File: src/sv/ppp_pkg.sv
// Shared constants and types of the perspective point projector.
package ppp_pkg;

  localparam int COORD_BITS  = 21;
  localparam int TEX_DIM_MAX = 4096;

  localparam int DIM_W    = $clog2(TEX_DIM_MAX + 1);
  localparam int TEXREG_W = 13;
  localparam int ROW_W    = 48;
  localparam int ORG_W    = 63;
  localparam int FOC_W    = 20;
  localparam int PIX_W    = 16;
  localparam int IDX_W    = 24;

  localparam int DIFF_W = COORD_BITS + 1;
  localparam int PROD_W = DIFF_W + 16;
  localparam int SUM_W  = PROD_W + 2;
  localparam int DROP   = (COORD_BITS > 21) ? COORD_BITS - 21 : 0;
  localparam int CAM_W  = SUM_W - DROP;
  localparam int HALF   = CAM_W / 2;
  localparam int HI_W   = CAM_W - HALF + FOC_W + 1;
  localparam int NUM_W  = CAM_W + 22;
  localparam int DEN_W  = CAM_W + 8;
  localparam int QB     = 17;
  localparam int DIV_W  = NUM_W + QB;

  localparam logic [2:0] REG_ROT_X  = 3'd0;
  localparam logic [2:0] REG_ROT_Y  = 3'd1;
  localparam logic [2:0] REG_ROT_Z  = 3'd2;
  localparam logic [2:0] REG_ORIGIN = 3'd3;
  localparam logic [2:0] REG_FOCAL  = 3'd4;
  localparam logic [2:0] REG_TEX_W  = 3'd5;
  localparam logic [2:0] REG_TEX_H  = 3'd6;

  typedef struct packed {
    logic signed [CAM_W-1:0] cx;
    logic signed [CAM_W-1:0] cy;
    logic signed [CAM_W-1:0] cz;
  } cam_t;

  typedef struct packed {
    logic             front;
    logic             neg_u;
    logic [NUM_W-1:0] mag_u;
    logic             neg_v;
    logic [NUM_W-1:0] mag_v;
    logic [DEN_W-1:0] den;
  } div_in_t;

  typedef struct packed {
    logic          neg;
    logic          ovf;
    logic [QB-1:0] quo;
  } div_res_t;

  typedef struct packed {
    logic     front;
    div_res_t u;
    div_res_t v;
  } div_out_t;

endpackage

File: src/sv/ppp_finish.sv
// Sign, saturation, bounds test and texel index, ending in the output register.
module ppp_finish (
  input  logic                         clk_i,
  input  logic                         rst_ni,
  input  logic                         valid_i,
  output logic                         ready_o,
  input  ppp_pkg::div_out_t            res_i,
  input  logic [ppp_pkg::DIM_W-1:0]    w_i,
  input  logic [ppp_pkg::DIM_W-1:0]    h_i,
  output logic                         valid_o,
  input  logic                         ready_i,
  output logic                         in_front_o,
  output logic                         in_bounds_o,
  output logic [ppp_pkg::PIX_W-1:0]    pixel_u_o,
  output logic [ppp_pkg::PIX_W-1:0]    pixel_v_o,
  output logic [ppp_pkg::IDX_W-1:0]    texel_index_o
);
  import ppp_pkg::*;

  localparam int NS = 2;
  localparam logic signed [QB:0] PMAX = (QB+1)'(32767);
  localparam logic signed [QB:0] PMIN = -(QB+1)'(32768);

  logic [NS-1:0] v_q;
  logic [NS:0]   en;

  always_comb begin
    en[NS] = ready_i;
    for (int k = NS - 1; k >= 0; k--) en[k] = ~v_q[k] | en[k+1];
  end

  always_ff @(posedge clk_i or negedge rst_ni) begin
    if (!rst_ni) begin
      v_q <= '0;
    end else begin
      if (en[0]) v_q[0] <= valid_i;
      if (en[1]) v_q[1] <= v_q[0];
    end
  end

  assign ready_o = en[0];
  assign valid_o = v_q[NS-1];

  function automatic logic [PIX_W-1:0] sat_pix(input logic ovf, input logic neg,
                                               input logic signed [QB:0] val);
    logic [PIX_W-1:0] r;
    if (ovf) r = neg ? 16'h8000 : 16'h7fff;
    else if (val > PMAX) r = 16'h7fff;
    else if (val < PMIN) r = 16'h8000;
    else r = val[PIX_W-1:0];
    return r;
  endfunction

  logic signed [QB:0] val_u, val_v, w_s, h_s;
  logic               ru, rv;
  logic               front_d, front_q, inb_d, inb_q;
  logic [PIX_W-1:0]   pu_d, pu_q, pv_d, pv_q;
  logic [DIM_W-1:0]   col_d, col_q, row_d, row_q;
  logic [IDX_W-1:0]   idx_d;

  always_comb begin
    val_u = res_i.u.neg ? -$signed({1'b0, res_i.u.quo}) : $signed({1'b0, res_i.u.quo});
    val_v = res_i.v.neg ? -$signed({1'b0, res_i.v.quo}) : $signed({1'b0, res_i.v.quo});
    w_s   = $signed((QB+1)'(w_i));
    h_s   = $signed((QB+1)'(h_i));
    ru    = ~res_i.u.ovf & ~val_u[QB] & (val_u < w_s);
    rv    = ~res_i.v.ovf & ~val_v[QB] & (val_v < h_s);
    front_d = res_i.front;
    inb_d   = res_i.front & ru & rv;
    pu_d    = res_i.front ? sat_pix(res_i.u.ovf, res_i.u.neg, val_u) : '0;
    pv_d    = res_i.front ? sat_pix(res_i.v.ovf, res_i.v.neg, val_v) : '0;
    col_d   = val_u[DIM_W-1:0];
    row_d   = h_i - DIM_W'(1) - val_v[DIM_W-1:0];
    idx_d   = inb_q ? IDX_W'((2*DIM_W)'(row_q) * (2*DIM_W)'(w_i) + (2*DIM_W)'(col_q)) : '0;
  end

  always_ff @(posedge clk_i) begin
    if (en[0]) begin
      front_q <= front_d;
      inb_q   <= inb_d;
      pu_q    <= pu_d;
      pv_q    <= pv_d;
      col_q   <= col_d;
      row_q   <= row_d;
    end
    if (en[1]) begin
      in_front_o    <= front_q;
      in_bounds_o   <= inb_q;
      pixel_u_o     <= pu_q;
      pixel_v_o     <= pv_q;
      texel_index_o <= idx_d;
    end
  end

endmodule
File: config.mk
export PLATFORM = sky130hd
export DESIGN_NAME = ppp_finish
export DESIGN_NICKNAME = d
export VERILOG_FILES = /design/src/sv/ppp_pkg.sv /design/src/sv/ppp_finish.sv
export SDC_FILE = /design/constraint.sdc
export NUM_CORES = 1
export LEC_CHECK = 0
export BUFFER_PORTS_ARGS = -buffer_cell sky130_fd_sc_hd__buf_2
export CAP_MARGIN = 20
export CORE_UTILIZATION = 66
export DETAILED_ROUTE_END_ITERATION = 8
export HOLD_SLACK_MARGIN = 0.15
export PLACE_DENSITY = 0.88
export SLEW_MARGIN = 20
export SYNTH_ARGS = -nofsm -noshare
export SYNTH_HDL_FRONTEND = slang
export SYNTH_SLANG_ARGS = --single-unit
File: constraint.sdc
create_clock -name clk_i -period 13.1 [get_ports clk_i]
set_input_delay 1.965 -clock clk_i [delete_from_list [all_inputs] [get_ports clk_i]]
set_output_delay 1.965 -clock clk_i [all_outputs]
set_load 0.01 [all_outputs]
-- Word-level counts from Yosys, hierarchy flattened
Cells that the tools add are included.
- add/subtract/negate cells: 5
- multipliers: 1
- order comparisons: 6
- muxes and demuxes: 10
- bitwise operators: 14
- operator list (cell ; count):
    $mux W16 ; 8
    $gt A18 B16 Y1 const B ; 2
    $lt A18 B14 Y1 ; 2
    $lt A18 B16 Y1 const B ; 2
    $mux W18 ; 2
    $neg A17 Y18 ; 2
    $add A24 B13 Y24 ; 1
    $mul A13 B13 Y24 ; 1
    $sub A13 B1 Y13 const B ; 1
    $sub A13 B13 Y13 ; 1
    $and A1 B1 Y1 ; 6
    $not A1 Y1 ; 6
    $or A1 B1 Y1 ; 2
- flip-flop bits (word level): 120
- output and inout port bits: 60

-- Logic depth before layout (Yosys ltp)
Gate-level depths: netlist of the first run.
- depth after elaboration: 7
- gate-level depth with buffers: 22

-- Worst setup path before layout of the first run
Ideal clock, no wire load.
- kind: input to register
- start: input w_i[3] (netlist name)
- end: register texel_index_o[22] (netlist name), data pin
- arrival: 7.235 ns
- data required time: 12.965 ns
- slack: 5.730 ns
- stages: 20
- path buffers: 1
- path through: clkbuf_1 -> and2_1 -> fa_1 -> inv_1 -> fa_1 -> inv_1 -> fa_1 -> fa_1 -> fa_1 -> inv_1 -> fa_1 -> inv_1 -> ha_1 -> a21oi_1 -> o21ai_0 -> nand4_1 -> o211ai_1 -> a2111oi_0 -> or4b_2 -> nand3_1
- word-level cells in the longest chain between the ends: 2
- ends and longest elaborated chain (what ; line ; text):
    from (decl) ; ppp_finish.sv:8 ; input logic [ppp_pkg::DIM_W-1:0] w_i,
    $mul A13 B13 Y24 ; ppp_finish.sv:74 ; idx_d = inb_q ? IDX_W'((2*DIM_W)'(row_q) * (2*DIM_W)'(w_i) + (2*DIM_W)'(col_q)) : '0;
    $add A24 B13 Y24 ; ppp_finish.sv:74 ;
    to (signal assigned) ; ppp_finish.sv:91 ; texel_index_o <= idx_d;
    to (decl) ; ppp_finish.sv:16 ; output logic [ppp_pkg::IDX_W-1:0] texel_index_o
No other way between the ends.
A chain may end at the register's enable or synchronous reset.

-- Worst setup path after layout of the first run
Ends and elaborated chain as after synthesis.

==> results of run 1 <==
flip-flops by register name (all words and copies together), names as in the netlist:
register / flops
pv_q: 16
pixel_v_o: 16
texel_index_o: 24
col_q: 13
front_q: 1
inb_q: 1
in_front_o: 1
pixel_u_o: 16
pu_q: 16
v_q: 2
row_q: 13
in_bounds_o: 1
final timing paths:
kind,slack [ns],startpoint,to,depth (start not counted)
min in group asynchronous,1.31,rst_ni,v_q[1],1
max in group asynchronous,11.70,rst_ni,v_q[0],1
hold reg to reg,0.42,pu_q[2],pixel_u_o[2],0
setup / recovery,5.74,w_i[3],texel_index_o[22],22
setup reg to reg,6.79,row_q[5],texel_index_o[22],21
hold / removal,0.42,pu_q[2],pixel_u_o[2],0
synth_stat cells, types with 3 or more instances:
master and number:
a31oi_1 3, nor4_1 9, and3_1 4, clkbuf_1 37, o31ai_1 7, nand2b_1 15
a21oi_1 37, inv_1 202, a211oi_1 9, o21bai_1 3, o21a_1 10, or3_1 3
xnor2_1 23, xor2_1 28, fa_1 130, a21oi_2 10, nand3_1 9, and2_1 106
or4_1 4, nor3_1 20, ha_1 117, a21o_1 12, o41ai_1 5, o211ai_1 4
edfxtp_1 118, a21boi_0 3, nand4_1 5, nor2_1 39, o21ai_0 46, nand2_1 107
nor2b_1 9
per-stage QoR:
step | instance area, um^2 | utilization | worst slack (ns) | hold slack (ns) | cells
after floorplan | 12000 | - | 5.73 | 0.400 | 1183
after global placement | 12800 | 0.729 | 5.54 | 0.401 | 1497
after detailed placement | 12800 | 0.729 | 5.39 | 0.405 | 1497
after CTS | 13400 | 0.763 | 5.81 | 0.415 | 1529
after global routing | 13400 | 0.763 | 5.37 | 0.421 | 1529
final | 13400 | 0.763 | 5.74 | 0.417 | 1529
cells in the final DEF, fill, tap and decap left out, drive strengths merged, types with 10 or more instances in the layout:
cell,count
o21a,10
nand2b,15
nor4,11
a21oi,47
nand2,108
edfxtp,118
xnor2,23
o21ai,48
a21o,12
nor2,39
buf,130
and2,106
ha,117
nor3,20
fa,130
xor2,28
inv,211
clkbuf,17
cell families after synthesis:
logic type | after synthesis | share of synthesized area
buffers and inverters | 244 | 0.0771
multiplexers | 3 | 0.00260
flip-flops | 120 | 0.299
adder cells (fa/ha/maj) | 247 | 0.339
XOR/XNOR | 51 | 0.0372
AO/OA/AOI/OAI | 174 | 0.0957
AND/OR/NAND/NOR | 344 | 0.150
layer usage:
| metal | vias to the layer above | wire length, um |
|---|---|---|
| met3 | 64 | 2040 |
| met4 | 0 | 794 |
| met1 | 4330 | 11000 |
| met2 | 420 | 13400 |
| li1 | 4122 | - |
| met5 | - | 0 |
area by class of cell:
class,count,share of cell area
sequential,120,0.268
clock buffer,17,0.0318
tap,225,0.0210
multi-input combinational,819,0.560
timing repair buffer,130,0.0490
inverter,203,0.0569
clock inverter,15,0.0132
==> flow_summary.toml, run 1 <==
[outcome]
outcome = "completed"

[grt]
use_met2 = 0.531
grt_max_degree = 62
grt-ovfl-total = 0
grt_pass1_wl_um = 44400
grt_pass1_vias = 9025
antenna_found_initial = 0
use_met1 = 0.407
grt_use_met3 = 0.0578
grt_use_total = 0.314
top_usage_layer = "met2"

[floorplanning]
placementRows = 48
start_util = 0.685
die_h_um = 137
dieArea_um2 = 18700
core_um2 = 17500
die_x_um = 137
ios = 129

[synth]
synthFlopType = "edfxtp_1"
yosysSeqAreaShare = 0.299
syn-cell-area_um2 = 12000
synth-edff-count = 118
ys.warnings.count = 0
syn_nets = 1499
ys_types = 67
syn_inst = 1183
synth_area_per_cell_um2 = 10.2
synth_area_leader_cell = "edfxtp_1"
async_reset_ff_frac = 0.0167
synth_top_area_frac = 0.295
synth_seq_cells = 120
ys_top_cells_by_area = "edfxtp_1 30%, fa_1 22%, ha_1 12%"

[cts]
clkSinkCount = 120
cts-htree-levels = 4
clock_latency_ns = 0.43
cts_buffer_depth = 2
cts_buffers = 17
post_cts_resized = 0
holdBufCountCts = 0
path_clk_slew_ns = 0.06
cts_root_buf = "clkbuf_16"
cts_tree = "done"
postCtsSetupBuffers = 0

[routing]
vias_per_cell = 5.84
drc = 0
firstDrtPassIters = 5
wl_um = 27200
ant_nets = 0
vias = 8936
first_iter_violations = 649
wire_per_inst_um = 17.8

[placed_design]
place_congestion = 0.893
portBuffers = 128
hpwl_um = 21000

[timing]
setup_tns_ns = 0
max_slew_margin = 0.460
post-route-min-period_ns = 7.36
fin_worst_skew_ns = 0.00772
finalSetupViolations = 0
finalHoldViolCount = 0
maxSlewViolCount = 0
tightest_slew_ns = 0.805
post-route-period-util = 0.562
rsz0062_at_grt = "false"
fmax_mhz = 136

[cells_and_area]
n_antenna_cell = 0
regArea_um2 = 3590
layout-drive-gt1-share = 0.139
nets = 1607
multi_input_area_um2 = 7490
nFillCells = 1119
syn2layout_area_growth_pct = 11.5

[worst_setup_path]
worstSetupPathType = "in2reg"
cp-end-kind = "flop"
crit_family = "adder cells"
worst-path-max-fanout = 14
crit_buf_inv = 7
path_cells = "buf_2, and2_1, fa_1, inv_1, fa_1, inv_1, fa_1, inv_1, fa_1, inv_1, fa_1, inv_1, fa_1, inv_1, ha_1, nand2_1, nor2_1, a211oi_1, nand2_1, a2111oi_0, or4b_2, nand3_1"
startpoint_type = "input port"
cp.arrival_ns = 7.54
crit_required_ns = 13.28
slowest_stage = "fa_1"
slowest_delay_ns = 0.54

[job]
max-cap-violations = 0

[worst_hold_path]
min_path_type = "reg2reg"
Power of run 1 is not shown: default switching activity piles up to over one toggle a cycle in this logic, so the estimate is an artifact.
==> run 2: changes to the inputs <==
- CORE_UTILIZATION: 66 -> 61
- PLACE_DENSITY: 0.88 -> 0.82
- clock period: 13.1 -> 7.15 ns (I/O delays scaled with it)
==> flow_summary.toml, run 2 (synthesis results as in run 1) <==
[cells_and_area]
mostFrequentLayoutCells = "202 x inv_1, 130 x fa_1, 128 x buf_2, 118 x edfxtp_1, 117 x ha_1"
layout_commonest_cell = "inv_1"
layout-drive-gt1-share = 0.139
syn2layout_area_growth_pct = 11.9
n_antenna_cell = 0
regMostFlops = "texel_index_o"
nets = 1607
stdcell_count = 1564
largest_reg_flops = 24

[floorplanning]
core_um2 = 19000
start_util = 0.631
ios = 129
die_h_um = 142
dieArea_um2 = 20200
die_x_um = 142
placementRows = 50

[grt]
grt_pass1_wl_um = 43400
grt_pass1_vias = 9011
grt-ovfl-total = 0
antenna_found_initial = 1
grt_max_degree = 62
grt_use_total = 0.277

[worst_setup_path]
worst-path-max-fanout = 14
slowest_stage = "fa_1"
worstSetupPathType = "in2reg"
crit_buf_inv = 7
path_cells = "buf_2, and2_1, fa_1, inv_1, fa_1, inv_1, fa_1, inv_1, fa_1, inv_1, fa_1, inv_1, fa_1, inv_1, ha_1, nand2_1, nor2_1, a211oi_1, a21boi_0, o21a_1, o41ai_1, mux2i_1"
startpoint_type = "input port"
crit_family = "adder cells"
cp-end-kind = "flop"
slowest_delay_ns = 0.54
cp.arrival_ns = 6.59
crit_required_ns = 7.32

[timing]
post-route-period-util = 0.897
finalSetupViolations = 0
maxSlewViolCount = 0
max_slew_margin = 0.471
tightest_slew_ns = 0.794
finalHoldViolCount = 0
fin_ws_ns = 0.734
rsz0062_at_grt = "false"
fin_worst_skew_ns = 0.0114
setup_tns_ns = 0
post-route-min-period_ns = 6.42
fmax_mhz = 156

[cts]
holdBufCountCts = 0
cts_root_buf = "clkbuf_16"
path_clk_slew_ns = 0.06
cts_tree = "done"
clkSinkCount = 120
cts_buffer_depth = 2
postCtsSetupBuffers = 0
post_cts_resized = 0
clock_latency_ns = 0.43
cts_buffers = 17
cts-htree-levels = 4

[routing]
ant_nets = 0
wire_per_inst_um = 16.4
wl_um = 25700
drc = 0
vias_per_cell = 5.61
vias = 8775
firstDrtPassIters = 5
first_iter_violations = 633

[placed_design]
dp_slack_ns = 0.345
portBuffers = 128
dp.cells = 1532
hpwl_um = 20000
place_congestion = 0.881

[outcome]
outcome = "completed"

[worst_hold_path]
min_path_type = "in2async"

[job]
max-cap-violations = 0
## run 2: cell count changes in the layout (fill, tap and decap cells not counted)
cell,delta
clkinv_8,-2
clkinvlp_4,+2
clkinv_4,-1
bufinv_16,+1
## run 2: area by class of cell
| type | instances | area, um^2 |
|---|---|---|
| repair buffers | 130 | 656 |
| fillers | 1392 | 5590 |
| clock inverters | 15 | 180 |
| multi-input cells | 819 | 7490 |
| clock buffers | 17 | 425 |
| inverters | 203 | 762 |
| well taps | 260 | 325 |
| flip-flops and latches | 120 | 3590 |
## run 2: stage by stage
step	utilization	hold WS, ns	cell area (um^2)
global placement	0.674	0.402	12800
finish	0.706	0.416	13400
global route	0.706	0.409	13400
floorplan	-	0.400	12000
detailed placement	0.674	0.405	12800
CTS	0.706	0.409	13400
## run 2: layer usage
layer | share of wire | wire, um | track usage | up-vias
met5 | 0.00043 | 11 | 0 | -
met1 | 0.44 | 11300 | 0.367 | 4263
li1 | - | - | - | 4129
met3 | 0.056 | 1430 | 0.0518 | 50
met2 | 0.49 | 12500 | 0.469 | 331
met4 | 0.016 | 405 | 0.0747 | 2
## run 2: worst paths after layout
path / startpoint / to / slack (ns) / cells after the start
min in group clk_i: pv_q[1] / pixel_v_o[1] / 0.42 / 0
hold / removal: rst_ni / v_q[0] / 0.42 / 1
max in group asynchronous: rst_ni / v_q[1] / 6.64 / 1
hold reg to reg: pv_q[1] / pixel_v_o[1] / 0.42 / 0
setup reg to reg: row_q[5] / texel_index_o[20] / 0.90 / 21
setup / recovery: w_i[3] / texel_index_o[20] / 0.73 / 22
Power of run 2 is left out for the same reason.
